[src/design/bir_pkg.sv]
// ----------------------------------------------------------------------------
// Bilinear rotate package
// Shared constants, command codes and configuration register indices.
// ----------------------------------------------------------------------------
`default_nettype none
package bir_pkg;
	localparam int DEF_MAX_ROWS  = 128;
	localparam int DEF_MAX_COLS  = 128;
	localparam int DEF_FRAC_BITS = 14;
	localparam int CNT_W   = 8;
	localparam int IDX_W   = 7;
	localparam int COEF_W  = 16;
	localparam int PIX_W   = 8;
	localparam int CFG_IDX_W = 2;

	localparam logic CMD_WRITE = 1'b0;
	localparam logic CMD_QUERY = 1'b1;

	localparam logic [CFG_IDX_W-1:0] REG_ROW_COUNT = 2'd0;
	localparam logic [CFG_IDX_W-1:0] REG_COL_COUNT = 2'd1;
	localparam logic [CFG_IDX_W-1:0] REG_COS_COEFF = 2'd2;
	localparam logic [CFG_IDX_W-1:0] REG_SIN_COEFF = 2'd3;
endpackage
`default_nettype wire

[src/design/bir_fifo.sv]
// ----------------------------------------------------------------------------
// Bilinear rotate queue
// Small register queue between the front end and the interpolator.
// ----------------------------------------------------------------------------
`default_nettype none
module bir_fifo
	import bir_pkg::*;
#(
	parameter int W = 8,
	parameter int DEPTH = 4
) (
	input  wire logic         clk,
	input  wire logic         arst_n,
	input  wire logic         wr_valid,
	output logic              wr_ready,
	input  wire logic [W-1:0] wr_data,
	output logic              rd_valid,
	input  wire logic         rd_ready,
	output logic [W-1:0]      rd_data
);
	localparam int A_W = $clog2(DEPTH);
	logic [W-1:0] mem_q [DEPTH];
	logic [A_W-1:0] wp_q, rp_q;
	logic [A_W:0] cnt_q;
	logic wr, rd;

	assign wr_ready = cnt_q != (A_W+1)'(DEPTH);
	assign rd_valid = cnt_q != '0;
	assign rd_data = mem_q[rp_q];
	assign wr = wr_valid && wr_ready;
	assign rd = rd_valid && rd_ready;

	always_ff @(posedge clk or negedge arst_n) begin
		if (!arst_n) begin
			wp_q <= '0;
			rp_q <= '0;
			cnt_q <= '0;
		end else begin
			if (wr) wp_q <= wp_q + A_W'(1);
			if (rd) rp_q <= rp_q + A_W'(1);
			cnt_q <= cnt_q + (A_W+1)'(wr) - (A_W+1)'(rd);
		end
	end

	always_ff @(posedge clk) begin
		if (wr) mem_q[wp_q] <= wr_data;
	end
endmodule
`default_nettype wire

[config.mk]
export PLATFORM = sky130hd
export DESIGN_NAME = bir_fifo
export DESIGN_NICKNAME = d
export VERILOG_FILES = /design/src/design/bir_pkg.sv /design/src/design/bir_fifo.sv
export SDC_FILE = /design/constraint.sdc
export NUM_CORES = 1
export LEC_CHECK = 0
export BUFFER_PORTS_ARGS = -buffer_cell sky130_fd_sc_hd__buf_4
export CORE_UTILIZATION = 51
export CTS_CLUSTER_DIAMETER = 100
export DETAILED_ROUTE_END_ITERATION = 8
export GPL_ROUTABILITY_DRIVEN = 0
export PLACE_DENSITY = 0.72
export SYNTH_ARGS = -nofsm -noshare
export SYNTH_HDL_FRONTEND = slang
export SYNTH_SLANG_ARGS = --single-unit
[constraint.sdc]
create_clock -name clk -period 6.6 [get_ports clk]
set_clock_uncertainty 0.05 [all_clocks]
set_input_delay 0.66 -clock clk [delete_from_list [all_inputs] [get_ports clk]]
set_output_delay 0.66 -clock clk [all_outputs]
set_load 0.01 [all_outputs]
==> impl_metrics.json <==
{
  "ys_ff_latch": 39,
  "track_usage": 0.171,
  "cts_made_buffers": 5,
  "drtPass1Iterations": 4,
  "synth.avg_cell_area_um2": 19.6,
  "clk_pin_slew_ps": 110,
  "diodes": 0,
  "required_ps": 5890,
  "place_hpwl_um": 1620,
  "critPathCaptureType": "output pin",
  "slowest_delay_ps": 740,
  "clock_sinks": 39,
  "wl_per_cell_um": 16.3,
  "die_w_um": 58.5,
  "synth_flop_cell": "edfxtp_1",
  "ys_seq_area_frac": 0.697,
  "p_leak_nw": 0.708,
  "cp-start-kind": "flip-flop",
  "synth_top_area_cell": "edfxtp_1",
  "setup_viol": 0,
  "period_share": 0.384,
  "syn2layout_area_growth_pct": 16.4,
  "initial_core_util": 0.534,
  "grt_pass1_wl_um": 3910,
  "netlist_instances": 83,
  "cap_violations": 0,
  "final.setup.worst_slack_ps": 4070,
  "worst_pin_slew_ps": 602,
  "synth_area_leaders": "edfxtp_1 (59%), mux4_2 (11%), dfrtp_1 (11%)",
  "async_flop_share": 0.179,
  "ir_worst_vdd_mv": 0.175,
  "fmax_mhz": 395,
  "period_needed_ps": 2530,
  "cts_buffer_depth": 2,
  "routed_wl_um": 2490,
  "cts_tree": "built",
  "post-route-drc-count": 0,
  "cts_hold_buf": 0,
  "power_density_nw_per_um2": 430,
  "rsz0062_at_grt": "no",
  "syn_area_um2": 1630,
  "root_buffer": "clkbuf_4",
  "critical-path-slowest-cell": "dfrtp_1",
  "die_h_um": 58.5,
  "slew_headroom": 0.599,
  "crit_chain": "mux4_2 > buf_4",
  "postRouteAntennaNets": 0,
  "crit_fanout": 10,
  "clock_latency_ps": 340,
  "path_class": "reg -> out",
  "coreArea_um2": 3050,
  "first_iter_violations": 23,
  "maxSlewViolCount": 0,
  "cts_setup_buffers": 0,
  "htree_levels": 2,
  "crit_arrival_ps": 1820,
  "tns_ps": 0,
  "io_buffer_count": 21,
  "path_buf_inv": 1,
  "power.total_uw": 816,
  "ctsResizeCount": 0,
  "crit_family": "flip-flops",
  "ys_warn_count": 0,
  "finalHoldWorstSlack_ps": 58.4,
  "hold_viol": 0,
  "num_rows": 20,
  "outcome": "finished, final reports clean",
  "io_pins": 22,
  "avgViaCountPerCell": 5.18,
  "dp_slack_ps": 4330,
  "synth.most_common_cell": "edfxtp_1",
  "grt_pass1_vias": 814,
  "drive_above_1_share": 0.330,
  "yosys.cell_types.count": 19,
  "synth_common_cells": "edfxtp_1 (32), mux4_2 (8), dfrtp_1 (7)",
  "grt_max_degree": 12,
  "vias": 793,
  "synth_top_area_frac": 0.590,
  "dieArea_um2": 3420,
  "worstHoldPathType": "in -> async",
  "synth_nets": 102,
  "nets": 128,
  "synth_edf_count": 32,
  "grt-ovfl-total": 0,
  "antenna_found_initial": 0
}
## worst register-to-register path, stage by stage (launching register included)
cell and delay (ps):
dfrtp_1 500, nor3b_4 360, nand2b_1 160, ha_1 220, inv_1 50, ha_1 120, inv_1 50, fa_1 390
xnor2_1 200, xnor2_1 130
## state kept, by name (all words and copies together), names as in the netlist
signal	flops
mem_q	32
wp_q	2
rp_q	2
cnt_q	3
## worst paths after layout
path | startpoint | endpoint | slack, ps | cells past startpoint
worst max-delay path | rp_q[0]$_DFFE_PN0P_ | rd_data[6] | 4070 | 2
worst min register to register | wp_q[1]$_DFFE_PN0P_ | wp_q[1]$_DFFE_PN0P_ | 590 | 2
min in group clk | wr_data[7] | mem_q[1][7]$_DFFE_PP_ | 460 | 1
worst max register to register | cnt_q[1]$_DFF_PN0_ | cnt_q[2]$_DFF_PN0_ | 4290 | 9
max in group asynchronous | arst_n | wp_q[0]$_DFFE_PN0P_ | 6320 | 1
worst min-delay path | arst_n | cnt_q[1]$_DFF_PN0_ | 60 | 1
## logic make-up after synthesis
kind of cell / Yosys count / synth area share
AND/OR/NAND/NOR: 13 / 0.0684
flip-flops: 39 / 0.697
AO/OA/AOI/OAI: 4 / 0.0200
buffers and inverters: 8 / 0.0238
multiplexers: 8 / 0.111
adder cells (fa/ha/maj): 7 / 0.0584
XOR/XNOR: 4 / 0.0215
## area by class of cell
type | instances | area, um^2
inverters | 6 | 22.5
multi-input cells | 36 | 454
clock inverters | 1 | 30.0
well taps | 44 | 55.1
flip-flops and latches | 39 | 1140
fillers | 247 | 1160
repair buffers | 21 | 158
clock buffers | 6 | 41.3
## power by group
part	total, mW	leakage, nW	internal, mW	switching, mW
clock network	0.154	0.0383	0.0781	0.0754
logic	0.263	0.295	0.155	0.108
registers	0.399	0.375	0.333	0.0669
## layout by cell type, fill, tap and decap left out, drive strengths merged
cell / Yosys / final
edfxtp: 32 / 32
buf: 1 / 21
mux4: 8 / 8
dfrtp: 7 / 7
inv: 6 / 6
ha: 6 / 6
clkbuf: 1 / 6
and3b: 4 / 4
nand2b: 4 / 4
xnor2: 3 / 3
nand4bb: 2 / 2
o211ai: 2 / 2
nor3b: 1 / 1
o31a: 1 / 1
or3: 1 / 1
xor2: 1 / 1
nand2: 1 / 1
o311ai: 1 / 1
fa: 1 / 1
bufinv: 0 / 1
## per-layer routing
metal  track usage  up-vias  share of wire
met5             0        -              0
met4        0.0816        0          0.019
met3        0.0659        6          0.048
met2         0.286       20           0.50
met1         0.193      390           0.43
li1              -      377              -
## stage by stage
stage	area, um^2	util	std cells
2_1_floorplan	1630	-	83
3_5_place_dp	1830	0.598	146
5_1_grt	1900	0.621	153
4_1_cts	1900	0.621	153
6_report	1900	0.621	153
3_3_place_gp	1830	0.598	146
Note: power is estimated with default switching activity, not from simulation.
